## src/hdl/fir_lp_pkg.sv

```systemverilog
`timescale 1ns / 1ps
// ----------------------------------------------------------------------------
// fir_lp_pkg
// Constants, types and reset helpers shared by the low-pass FIR files.
// ----------------------------------------------------------------------------
package fir_lp_pkg;

  localparam int TAPS            = 14;
  localparam int HALF_TAPS       = TAPS / 2;
  localparam int SAMPLE_BITS_DEF = 24;
  localparam int COEF_BITS_DEF   = 16;
  localparam int CFG_IDX_BITS    = 3;

  // Renormalised low-pass weights, Q0.16, sum to one over all taps
  localparam int unsigned COEF_RST_Q16 [HALF_TAPS] = '{
    342, 3380, 3452, 4911, 6109, 7036, 7538
  };

  // Per-cell control from the top level
  typedef struct packed {
    logic shift;  // item accepted, move the line
    logic fill;   // first item after reset, load every cell
  } fir_lp_cell_ctl_t;

  // Reset weight rescaled to another coefficient width, round half up
  function automatic logic [31:0] coef_reset(input int idx, input int cb);
    logic [31:0] q;
    logic [31:0] half;
    q = 32'(COEF_RST_Q16[idx]);
    if (cb >= 16) begin
      coef_reset = q << (cb - 16);
    end else begin
      half       = (32'd1 << (16 - cb)) >> 1;
      coef_reset = (q + half) >> (16 - cb);
    end
  endfunction

endpackage

```

## src/hdl/fir_lp_mac_lane.sv

```systemverilog
`timescale 1ns / 1ps
// ----------------------------------------------------------------------------
// fir_lp_mac_lane
// Symmetric tap pair: registered pre-add, then registered product.
// ----------------------------------------------------------------------------
module fir_lp_mac_lane import fir_lp_pkg::*; #(
  parameter int SAMPLE_BITS = SAMPLE_BITS_DEF,
  parameter int COEF_BITS   = COEF_BITS_DEF,
  localparam int PROD_BITS  = SAMPLE_BITS + COEF_BITS + 2
) (
  input  logic                          clk_i,
  input  logic                          en_i,
  input  logic signed [SAMPLE_BITS-1:0] tap_a_i,
  input  logic signed [SAMPLE_BITS-1:0] tap_b_i,
  input  logic        [COEF_BITS-1:0]   coef_i,
  output logic signed [PROD_BITS-1:0]   prod_o
);

  logic signed [SAMPLE_BITS:0]   pre_q, pre_d;
  logic signed [PROD_BITS-1:0]   prod_q, prod_d;
  logic signed [COEF_BITS:0]     coef_s;

  assign coef_s = $signed({1'b0, coef_i});
  assign pre_d  = (SAMPLE_BITS + 1)'(tap_a_i) + (SAMPLE_BITS + 1)'(tap_b_i);
  assign prod_d = PROD_BITS'(pre_q) * PROD_BITS'(coef_s);

  always_ff @(posedge clk_i) begin
    if (en_i) begin
      pre_q  <= pre_d;
      prod_q <= prod_d;
    end
  end

  assign prod_o = prod_q;

endmodule

```

## config.mk

```make
export PLATFORM = sky130hd
export DESIGN_NAME = fir_lp_mac_lane
export DESIGN_NICKNAME = d
export VERILOG_FILES = /design/src/hdl/fir_lp_pkg.sv /design/src/hdl/fir_lp_mac_lane.sv
export SDC_FILE = /design/constraint.sdc
export NUM_CORES = 1
export LEC_CHECK = 0
export BUFFER_PORTS_ARGS = -buffer_cell sky130_fd_sc_hd__buf_4
export CORE_UTILIZATION = 45
export DETAILED_ROUTE_END_ITERATION = 8
export GPL_ROUTABILITY_DRIVEN = 0
export GPL_TIMING_DRIVEN = 1
export PLACE_DENSITY = 0.7
export SLEW_MARGIN = 20
export SYNTH_ARGS = -nofsm -noshare
export SYNTH_HDL_FRONTEND = slang
export SYNTH_SLANG_ARGS = --single-unit
```

## constraint.sdc

```tcl
create_clock -name clk_i -period 18.05 [get_ports clk_i]
set_input_delay 3.61 -clock clk_i [delete_from_list [all_inputs] [get_ports clk_i]]
set_output_delay 3.61 -clock clk_i [all_outputs]
set_load 0.02 [all_outputs]
```

==> flow_metrics.tcl <==
set metrics [dict create \
    critPathBufInv 4 \
    antenna_cells 0 \
    hold_depth 1 \
    holdCritPathClass "flop to flop" \
    grt-ovfl-total 0 \
    fin_crit_ns 9.87 \
    grt_usage 0.232 \
    final_cell_area_um2 19100 \
    cap_viol_max_count 0 \
    ioPinCount 108 \
    die_y_um 199 \
    fp.dieW_um 199 \
    drv_slew 0 \
    max_stage_delay_ns 0.58 \
    reg2reg_from "pre_q[13]$_DFFE_PP_" \
    syn_area_um2 17500 \
    grtUsageMet1 0.288 \
    rows 71 \
    tritoncts "yes" \
    drc 0 \
    dpl.hpwl_mm 33.7 \
    startpoint_type "input port" \
    yosys_warnings 0 \
    die-area_um2 39800 \
    synth_seq_cells 67 \
    placed_cell_area_um2 18800 \
    clock_path_buffers 2 \
    grtUsageMet3 0.0427 \
    holdPathEnd "prod_o[0]$_DFFE_PP_" \
    cp-startpoint "coef_i[8]" \
    htreeDepth 3 \
    cts_sinks 67 \
    post_cts_buffers 0 \
    yosysTopAreaCellShare 0.447 \
    skew_ns 0.00770 \
    max_freq_mhz 101 \
    synth_most_common_cell "inv_1" \
    setup_violations 0 \
    use_met2 0.408 \
    min_from "pre_q[0]$_DFFE_PP_" \
    grt_pass1_wl_mm 70.2 \
    coreArea_um2 38000 \
    routed-via-count 12520 \
    cp_top_family "adder cells" \
    port_buffers 107 \
    arrival_ns 10.00 \
    cts_resized 0 \
    max-slew-margin-rel 0.378 \
    crit_chain "buf_4, nand2_1, fa_1, inv_1, fa_1, fa_1, fa_1, fa_1, inv_1, fa_1, inv_1, ha_1, a21oi_1, nand2_1, a21oi_1, a21boi_0, a311oi_1, a21bo_2, nor2_1, nor3_1, a311o_1" \
    seq_area_frac_synth 0.115 \
    drt_iter0_drc 678 \
    synth_edf_count 67 \
    viasPerCell 5.14 \
    detail-route-antenna-nets 0 \
    worst_pin_slew_ns 0.933 \
    hold_buffers 0 \
    ys.flop_type "edfxtp_1" \
    hold_violations 0 \
    grt_antenna_before_repair 0 \
    status "finished, final reports clean" \
    wl_mm 42.1 \
    r2r_setup_slack_ns 10.81 \
    worstPathRequired_ns 18.18 \
    yosys-top-cells-count "483 x inv_1, 392 x fa_1, 271 x nand2_1" \
    clk-insertion-delay-late_ns 0.38 \
    yosysUniqueCellTypes 55 \
    path_clk_slew_ns 0.07 \
    min_period_over_period 0.547 \
    synthCells 1865 \
    async_reset_ff_frac 0 \
    end_kind "flop" \
    drt-wirelength-per-cell_um 17.3 \
    path_class "input port to flop" \
    area.growth.synth_to_final_pct 8.59 \
    rsz0062_at_grt "no" \
    grt_max_degree 68 \
    worstReg2RegEnd "prod_o[39]$_DFFE_PP_" \
    busiest_layer "met2" \
    dr.pass1.iters 5 \
    final.setup.tns_ns 0 \
    crit_top_cell "fa_1" \
    start_util 0.461 \
    fin_ws_ns 8.18 \
    cts_buffers 9 \
    grt_pass1_vias 13800 \
    crit_slowest_cell "fa_1" \
    synthTopCellsByArea "fa_1 45%, edfxtp_1 11%, inv_1 10%" \
    post_synth.cell_area_avg_um2 9.41 \
    r2r_cells 20 \
    final_nets 2506 \
    synthesis.nets 2450 \
    layout-drive-gt1-share 0.0706 \
    root_buffer "clkbuf_16" \
    crit_fanout 25 \
    synth_area_leader_cell "fa_1" \
    place_ws_ns 7.73 \
]
## cell type report
cell class	count	area, um2
fillers	3590	19000
multi-input cells	1252	13500
flip-flops and latches	67	2010
inverters	483	1810
repair buffers	108	811
well taps	511	639
clock buffers	9	225
clock inverters	7	67.6
## state kept, by name, summed over array words and instances (netlist names)
register,count
prod_o,42
pre_q,25
## routing by layer
layer  routed length [um]  vias up
li1                     -     5625
met1                16800     6407
met2                21400      420
met3                 2890       68
met4                 1010        0
met5                    0        -
## cells in the final DEF, fill, tap and decap left out, types with 3 or more instances in the layout
cell type / instances
o21ai_1: 9
o21ai_0: 23
a211oi_1: 3
xor2_1: 16
a21oi_1: 47
edfxtp_1: 67
inv_8: 3
nand3_1: 8
a31oi_1: 4
nor3_1: 6
o21bai_1: 4
nand2_1: 271
a41o_1: 3
clkbuf_16: 9
o21a_1: 8
and3_1: 5
and2_1: 167
o211ai_1: 5
xnor2_1: 46
nor2b_1: 7
inv_1: 483
nand2b_1: 7
ha_1: 127
nor2_1: 33
fa_1: 392
nand4_1: 5
buf_4: 108
a21o_1: 19
o31a_1: 3
## cell families after synthesis
logic type	after synthesis	synth area share
buf+inv	546	0.117
fa+ha+maj	519	0.538
simple gates	519	0.142
compound gates	151	0.0572
flops	67	0.115
xor+xnor	62	0.0310
mux	1	0.000571
## per-stage QoR
| step | hold WS, ns | util | cells |
|---|---|---|---|
| after floorplan | 0.599 | - | 1865 |
| after global placement | 0.960 | 0.493 | 2421 |
| after detailed placement | 0.987 | 0.493 | 2421 |
| after CTS | 1.01 | 0.501 | 2437 |
| after global routing | 1.11 | 0.501 | 2437 |
| final | 1.07 | 0.501 | 2437 |
## worst max-delay path by stage
| stage | end | cells after the start | slack, ns |
|---|---|---|---|
| 5_1_grt | prod_o[39]$_DFFE_PP_ | 21 | 7.75 |
| 2_1_floorplan | prod_o[39]$_DFFE_PP_ | 22 | 8.66 |
| 3_5_place_dp | prod_o[39]$_DFFE_PP_ | 21 | 7.73 |
| 4_1_cts | prod_o[39]$_DFFE_PP_ | 21 | 8.12 |
| 6_report | prod_o[39]$_DFFE_PP_ | 21 | 8.18 |
| 3_3_place_gp | prod_o[39]$_DFFE_PP_ | 21 | 7.82 |
Power is not shown: default switching activity piles up to over one toggle a cycle in this logic, so the estimate is an artifact.
