File: config.mk
export PLATFORM = sky130hd
export DESIGN_NAME = fir_lp_tap_cell
export DESIGN_NICKNAME = d
export VERILOG_FILES = /design/src/hdl/fir_lp_pkg.sv /design/src/hdl/fir_lp_tap_cell.sv
export SDC_FILE = /design/constraint.sdc
export NUM_CORES = 1
export LEC_CHECK = 0
export ABC_AREA = 1
export ABC_CLOCK_PERIOD_IN_PS = 2300
export BUFFER_PORTS_ARGS = -buffer_cell sky130_fd_sc_hd__buf_2
export CORE_MARGIN = 2
export CORE_UTILIZATION = 40
export DETAILED_ROUTE_END_ITERATION = 12
export PLACE_DENSITY = 0.76
export RECOVER_POWER = 50
export REMOVE_ABC_BUFFERS = 1
export SLEW_MARGIN = 20
export SYNTH_ARGS = -nofsm -noshare
export SYNTH_HDL_FRONTEND = slang
export SYNTH_SLANG_ARGS = --single-unit
File: constraint.sdc
create_clock -name clk_i -period 2.3 [get_ports clk_i]
set_clock_uncertainty 0.2 [all_clocks]
set_input_delay 0.46 -clock clk_i [delete_from_list [all_inputs] [get_ports clk_i]]
set_output_delay 0.46 -clock clk_i [all_outputs]
set_load 0.03 [all_outputs]
File: src/hdl/fir_lp_pkg.sv
`timescale 1ns / 1ps
// ----------------------------------------------------------------------------
// fir_lp_pkg
// Constants, types and reset helpers shared by the low-pass FIR files.
// ----------------------------------------------------------------------------
package fir_lp_pkg;

  localparam int TAPS            = 14;
  localparam int HALF_TAPS       = TAPS / 2;
  localparam int SAMPLE_BITS_DEF = 24;
  localparam int COEF_BITS_DEF   = 16;
  localparam int CFG_IDX_BITS    = 3;

  // Renormalised low-pass weights, Q0.16, sum to one over all taps
  localparam int unsigned COEF_RST_Q16 [HALF_TAPS] = '{
    342, 3380, 3452, 4911, 6109, 7036, 7538
  };

  // Per-cell control from the top level
  typedef struct packed {
    logic shift;  // item accepted, move the line
    logic fill;   // first item after reset, load every cell
  } fir_lp_cell_ctl_t;

  // Reset weight rescaled to another coefficient width, round half up
  function automatic logic [31:0] coef_reset(input int idx, input int cb);
    logic [31:0] q;
    logic [31:0] half;
    q = 32'(COEF_RST_Q16[idx]);
    if (cb >= 16) begin
      coef_reset = q << (cb - 16);
    end else begin
      half       = (32'd1 << (16 - cb)) >> 1;
      coef_reset = (q + half) >> (16 - cb);
    end
  endfunction

endpackage

File: src/hdl/fir_lp_tap_cell.sv
`timescale 1ns / 1ps
// ----------------------------------------------------------------------------
// fir_lp_tap_cell
// One history slot of the delay line; passes its sample on each shift.
// ----------------------------------------------------------------------------
module fir_lp_tap_cell import fir_lp_pkg::*; #(
  parameter int SAMPLE_BITS = SAMPLE_BITS_DEF
) (
  input  logic                          clk_i,
  input  fir_lp_cell_ctl_t              ctl_i,
  input  logic signed [SAMPLE_BITS-1:0] sample_i,
  input  logic signed [SAMPLE_BITS-1:0] prev_i,
  output logic signed [SAMPLE_BITS-1:0] tap_o
);

  logic signed [SAMPLE_BITS-1:0] tap_q, tap_d;

  always_comb begin
    tap_d = tap_q;
    if (ctl_i.shift) begin
      tap_d = ctl_i.fill ? sample_i : prev_i;
    end
  end

  // payload only, primed logic covers the reset contents
  always_ff @(posedge clk_i) begin
    tap_q <= tap_d;
  end

  assign tap_o = tap_q;

endmodule

==> out/results.md, run 1 <==
• run status: completed
• most crowded layer after global routing: met2
• final critical-path setup slack: 0.565 ns
• Avg Inst Size Synth: 10.7 sq um
• final setup violation count: 0
• ratio of final minimum period to clock period: 75.4%
• total of buffers placed on input and output ports: 74
• CP Launch Point: ctl_i[0]
• fillers: 234
• dpl cell area: 0.00144 sq mm
• via count: 951
• area growth from synthesis to layout: 32.7%
• most common cell after layout, fill and taps aside: buf_2
• classification of the worst-slack hold path: primary input to flop
• ports placed on the boundary: 75
• Core ar.: 0.00254 sq mm
• register clock-pin slew on the reported worst setup and hold paths: 0.13 ns
• Die Outline Area: 0.00317 sq mm
• buffer type at the clock tree root: clkbuf_4
• highest-count cells in the layout ignoring fill and taps: 73 x buf_2, 62 x nand2_1, 24 x edfxtp_1, 10 x nand2_2, 3 x clkbuf_4
• Max transition margin: 17.6%
• Post-Place Worst Slack: 0.633 ns
• crit-path cells: buf_2 -> inv_1 -> nand2_1 -> nand2_1
• termination of the worst setup path: tap_o[12]
• category of the worst setup path launch point: primary input
• Antenna Diode Count: 0
• number of antenna violations at the first check in global routing: 0
• part of the Yosys area used for sequential elements: 65.8%
• number of hold-slack violations in the final timing report: 0
• slowest stage delay, CP: 0.52 ns
• distinct cell type count of the synthesized netlist: 7
• Synth warnings: 0
• met3 Track Usage GR: 4.38%
• FP Rows: 18
• vias per cell: 4.64
• weighted congestion at the end of routability-driven global placement: 0.784
• Max Transition Viols Final: 0
• highest ir drop seen on vdd: 323 uV
• critical path type: primary input to flop
• required time at the endpoint of the critical path: 2.17 ns
• number of flip-flops in the largest register: 24
• remaining global-route overflow: 0
• TritonCTS clock tree: yes
• setup total negative slack: 0 ns
• number of resized instances in the post-cts repair step: 0
• Leakage Power: 0.758 nW
• fraction of final layout cells sized beyond drive strength 1: 49.1%
• number of hold-repair buffers added at the cts stage: 0
• GRT Resource Usage Total: 15.5%
• routed wire length: 2340 microns
• total half-perimeter wirelength after legalization and detailed placement: 1760 microns
• effective utilization at floorplan: 43.0%
• Crit. End Element: flop
• GRT met2 Usage: 25.9%
• Final Net Count: 227
• number of buffers created by CTS: 3
• max-capacitance violation count: 0
• peak fanout along the critical path: 25
• final antenna-violating net count: 0
• worst hold slack: 0.216 ns
• Die X-Extent: 56.3 microns
• actual slew at the worst max-slew pin: 1.24 ns
• clock sink count: 24
• via count of the first global-routing pass: 935
• pin count of the biggest net entering global routing: 26
• arrival time at the worst endpoint: 1.61 ns
• Detailed Route Iter0 Violations: 53
• routed wire length per instance: 11.4 microns
• post-synthesis instance total: 102
• crit-path most repeated cell: nand2_1
• Post-Syn Area: 0.00109 sq mm
• DRC violations left: 0
• met1 global-route usage: 20.1%
• achievable frequency: 0.576 GHz
• number of buffers on the longest clock path: 2
• number of buffers inserted to repair setup after CTS: 0
• chip height: 56.3 microns
• unrepaired setup endpoints after global routing: no
• flop and latch count out of synthesis: 24
• global-route wire length before repair: 3890 microns
• Critical Path Slowest Stage Cell: inv_1
• minimum clock period after layout: 1.73 ns
• detailed-routing iteration count for the pre-antenna-repair pass: 4
• Cell Pwr Density: 643 mW/mm^2
• # H-tree levels: 1
• design area: 0.00145 sq mm
synth_stat cells (all sizes together):
master   n  area (sq um)
inv      1          11.3
clkbuf   1          13.8
buf      4          53.8
edfxtp  24           721
nand2   72           295
cells by family (layout without fill, tap and decap cells):
kind of cell | Yosys count | in the layout | synth area share [%]
simple gates | 72 | 72 | 27.0
buf+inv | 6 | 79 | 7.20
flops | 24 | 24 | 65.8
metal layers:
layer / wire length, microns / vias up
met5: 0 / -
met4: 7 / 0
met3: 257 / 2
met2: 1020 / 59
met1: 1060 / 419
li1: - / 471
worst max-delay path, delay by kind of cell:
family	cells	cell delay [ns]
buffers and inverters	2	0.88
and+or+nand+nor	2	0.25
through the flow:
| step | power, W | std cells | utilization, % |
|---|---|---|---|
| 4_1_cts | 0.000945 | 205 | 57.4 |
| 6_report | 0.000933 | 205 | 57.1 |
| 2_1_floorplan | 0.000669 | 97 | - |
| 3_5_place_dp | 0.000769 | 201 | 56.4 |
| 3_3_place_gp | 0.000763 | 201 | 56.4 |
| 5_1_grt | 0.000984 | 205 | 57.1 |
final cells by class:
cell class	instances	area, sq um	share of cell area, %
Clock buffer	3	22.5	1.55
Inverter	1	3.75	0.258
Sequential cell	24	721	49.6
Timing Repair Buffer	74	369	25.4
Clock inverter	1	3.75	0.258
Tap cell	30	37.5	2.58
Multi-Input combinational cell	72	295	20.3
where the power goes:
part | internal (W) | switching, W | total, W
registers | 0.000528 | 0.00000927 | 0.000538
clock network | 0.0000632 | 0.000115 | 0.000179
logic | 0.0000716 | 0.000146 | 0.000217
total | 0.000663 | 0.000270 | 0.000933
worst min path at each step:
stage                       from         to  slack (ns)  cells past startpoint
floorplan               ctl_i[1]   tap_o[0]        0.37                      0
global placement      prev_i[15]  tap_o[15]        0.53                      3
detailed placement  sample_i[20]  tap_o[20]        0.53                      3
CTS                    prev_i[9]   tap_o[9]        0.21                      3
global route           prev_i[2]   tap_o[2]        0.21                      3
finish                 prev_i[9]   tap_o[9]        0.22                      3
(Power assumes the default switching activity.)
==> inputs of run 2 (changes only) <==
--- a/config.mk
+++ b/config.mk
@@ -6,7 +6,7 @@
 export NUM_CORES = 1
 export LEC_CHECK = 0
 export ABC_AREA = 1
-export ABC_CLOCK_PERIOD_IN_PS = 2300
+export ABC_CLOCK_PERIOD_IN_PS = 1650
 export BUFFER_PORTS_ARGS = -buffer_cell sky130_fd_sc_hd__buf_2
 export CORE_MARGIN = 2
 export CORE_UTILIZATION = 40
==> constraint.sdc (replaced) <==
create_clock -name clk_i -period 1.65 [get_ports clk_i]
set_clock_uncertainty 0.2 [all_clocks]
set_input_delay 0.33 -clock clk_i [delete_from_list [all_inputs] [get_ports clk_i]]
set_output_delay 0.33 -clock clk_i [all_outputs]
set_load 0.03 [all_outputs]
==> out/results.md, run 2 (synthesis gave the netlist of run 1 again) <==
• critical path type: flop to primary output
• detailed-routing iteration count for the pre-antenna-repair pass: 4
• chip height: 56.3 microns
• category of the worst setup path launch point: flop
• global-route wire length before repair: 3680 microns
• ports placed on the boundary: 75
• TritonCTS clock tree: yes
• number of buffers created by CTS: 3
• buffer type at the clock tree root: clkbuf_4
• number of buffers inserted to repair setup after CTS: 0
• peak fanout along the critical path: 1
• highest-count cells in the layout ignoring fill and taps: 72 x buf_2, 62 x nand2_1, 24 x edfxtp_1, 10 x nand2_2, 3 x clkbuf_4
• weighted congestion at the end of routability-driven global placement: 0.730
• actual slew at the worst max-slew pin: 0.558 ns
• max-capacitance violation count: 0
• Crit. End Element: primary output
• number of cells on the critical path: 1
• area growth from synthesis to layout: 33.5%
• unrepaired setup endpoints after global routing: no
• setup total negative slack: 0 ns
• number of hold-repair buffers added at the cts stage: 0
• most common cell after layout, fill and taps aside: buf_2
• slowest stage delay, CP: 0.39 ns
• FP Rows: 18
• Max Transition Viols Final: 0
• Final Net Count: 228
• run status: completed
• crit-path cells: buf_2
• routed wire length per instance: 11.1 microns
• crit-path leading delay family: flip-flops
• final setup violation count: 0
• remaining global-route overflow: 0
• register clock-pin slew on the reported worst setup and hold paths: 0.11 ns
• effective utilization at floorplan: 43.0%
• DRC violations left: 0
• design area: 0.00146 sq mm
• Die X-Extent: 56.3 microns
• via count of the first global-routing pass: 891
• number of buffers on the longest clock path: 2
• dpl cell area: 0.00144 sq mm
• Die Outline Area: 0.00317 sq mm
• number of flip-flops in the largest register: 24
• Cell Pwr Density: 877 mW/mm^2
• ratio of final minimum period to clock period: 85.1%
• Worst Hold Launch: prev_i[7]
• # H-tree levels: 1
• Core ar.: 0.00254 sq mm
• GRT Resource Usage Total: 14.7%
• pin count of the biggest net entering global routing: 25
• Leakage Power: 0.761 nW
• highest ir drop seen on vdd: 410 uV
• achievable frequency: 0.712 GHz
• total of buffers placed on input and output ports: 74
• instance count along the most critical hold path: 3
• final antenna-violating net count: 0
• clock sink count: 24
• fraction of final layout cells sized beyond drive strength 1: 50.3%
• minimum clock period after layout: 1.40 ns
• required time at the endpoint of the critical path: 1.12 ns
• Max transition margin: 62.8%
• routed wire length: 2270 microns
• Critical Path Slowest Stage Cell: edfxtp_1
• vias per cell: 4.49
• classification of the worst-slack hold path: primary input to flop
• number of antenna violations at the first check in global routing: 0
• Min-Delay Endpoint: tap_o[7]
• number of resized instances in the post-cts repair step: 0
• via count: 921
• number of hold-slack violations in the final timing report: 0
• Detailed Route Iter0 Violations: 75
• arrival time at the worst endpoint: 0.87 ns
• Antenna Diode Count: 0
• Buffers & Inverters on Critical Path: 1
• total half-perimeter wirelength after legalization and detailed placement: 1770 microns
## run 2: changes by cell type in the layout (fill, tap and decap cells not counted)
cell and change:
inv_8 +1, buf_2 -1, clkinv_1 -1, clkbuf_2 +2, inv_1 -1
## run 2: worst max path at each step
stage              start         to  slack (ns)
2_1_floorplan   tap_o[0]   tap_o[0]        0.62
3_3_place_gp    ctl_i[1]   tap_o[7]        0.34
3_5_place_dp    ctl_i[1]   tap_o[1]        0.32
4_1_cts        tap_o[12]  tap_o[12]        0.22
5_1_grt        tap_o[15]  tap_o[15]        0.18
6_report       tap_o[12]  tap_o[12]        0.25
## run 2: layout make-up
cell class	count	area (sq um)
Fill cell	233	1080
Sequential cell	24	721
Timing Repair Buffer	75	374
Multi-Input combinational cell	72	295
Tap cell	30	37.5
Clock buffer	3	22.5
Inverter	1	11.3
## run 2: power breakdown
part           internal (W)  switching (W)
logic              0.000101       0.000205
clock network     0.0000848       0.000143
registers          0.000736      0.0000123
total              0.000922       0.000361
## run 2: per-layer routing
metal  routed length, microns  part of all wire [%]  track usage, %
met3                      265                    12            4.61
met4                        4                  0.18            4.42
met5                        0                     0               0
met1                      959                    42            18.0
met2                     1050                    46            24.9
## run 2: per-stage QoR
step | cells | setup WS [ns] | power [W] | utilization (%) | hold slack (ns)
3_3_place_gp | 202 | 0.337 | 0.00106 | 56.7 | 0.398
5_1_grt | 205 | 0.185 | 0.00136 | 57.4 | 0.0842
6_report | 205 | 0.246 | 0.00128 | 57.4 | 0.0992
3_5_place_dp | 202 | 0.318 | 0.00107 | 56.7 | 0.403
2_1_floorplan | 97 | 0.624 | 0.000932 | - | 0.242
4_1_cts | 205 | 0.222 | 0.00130 | 57.6 | 0.0857
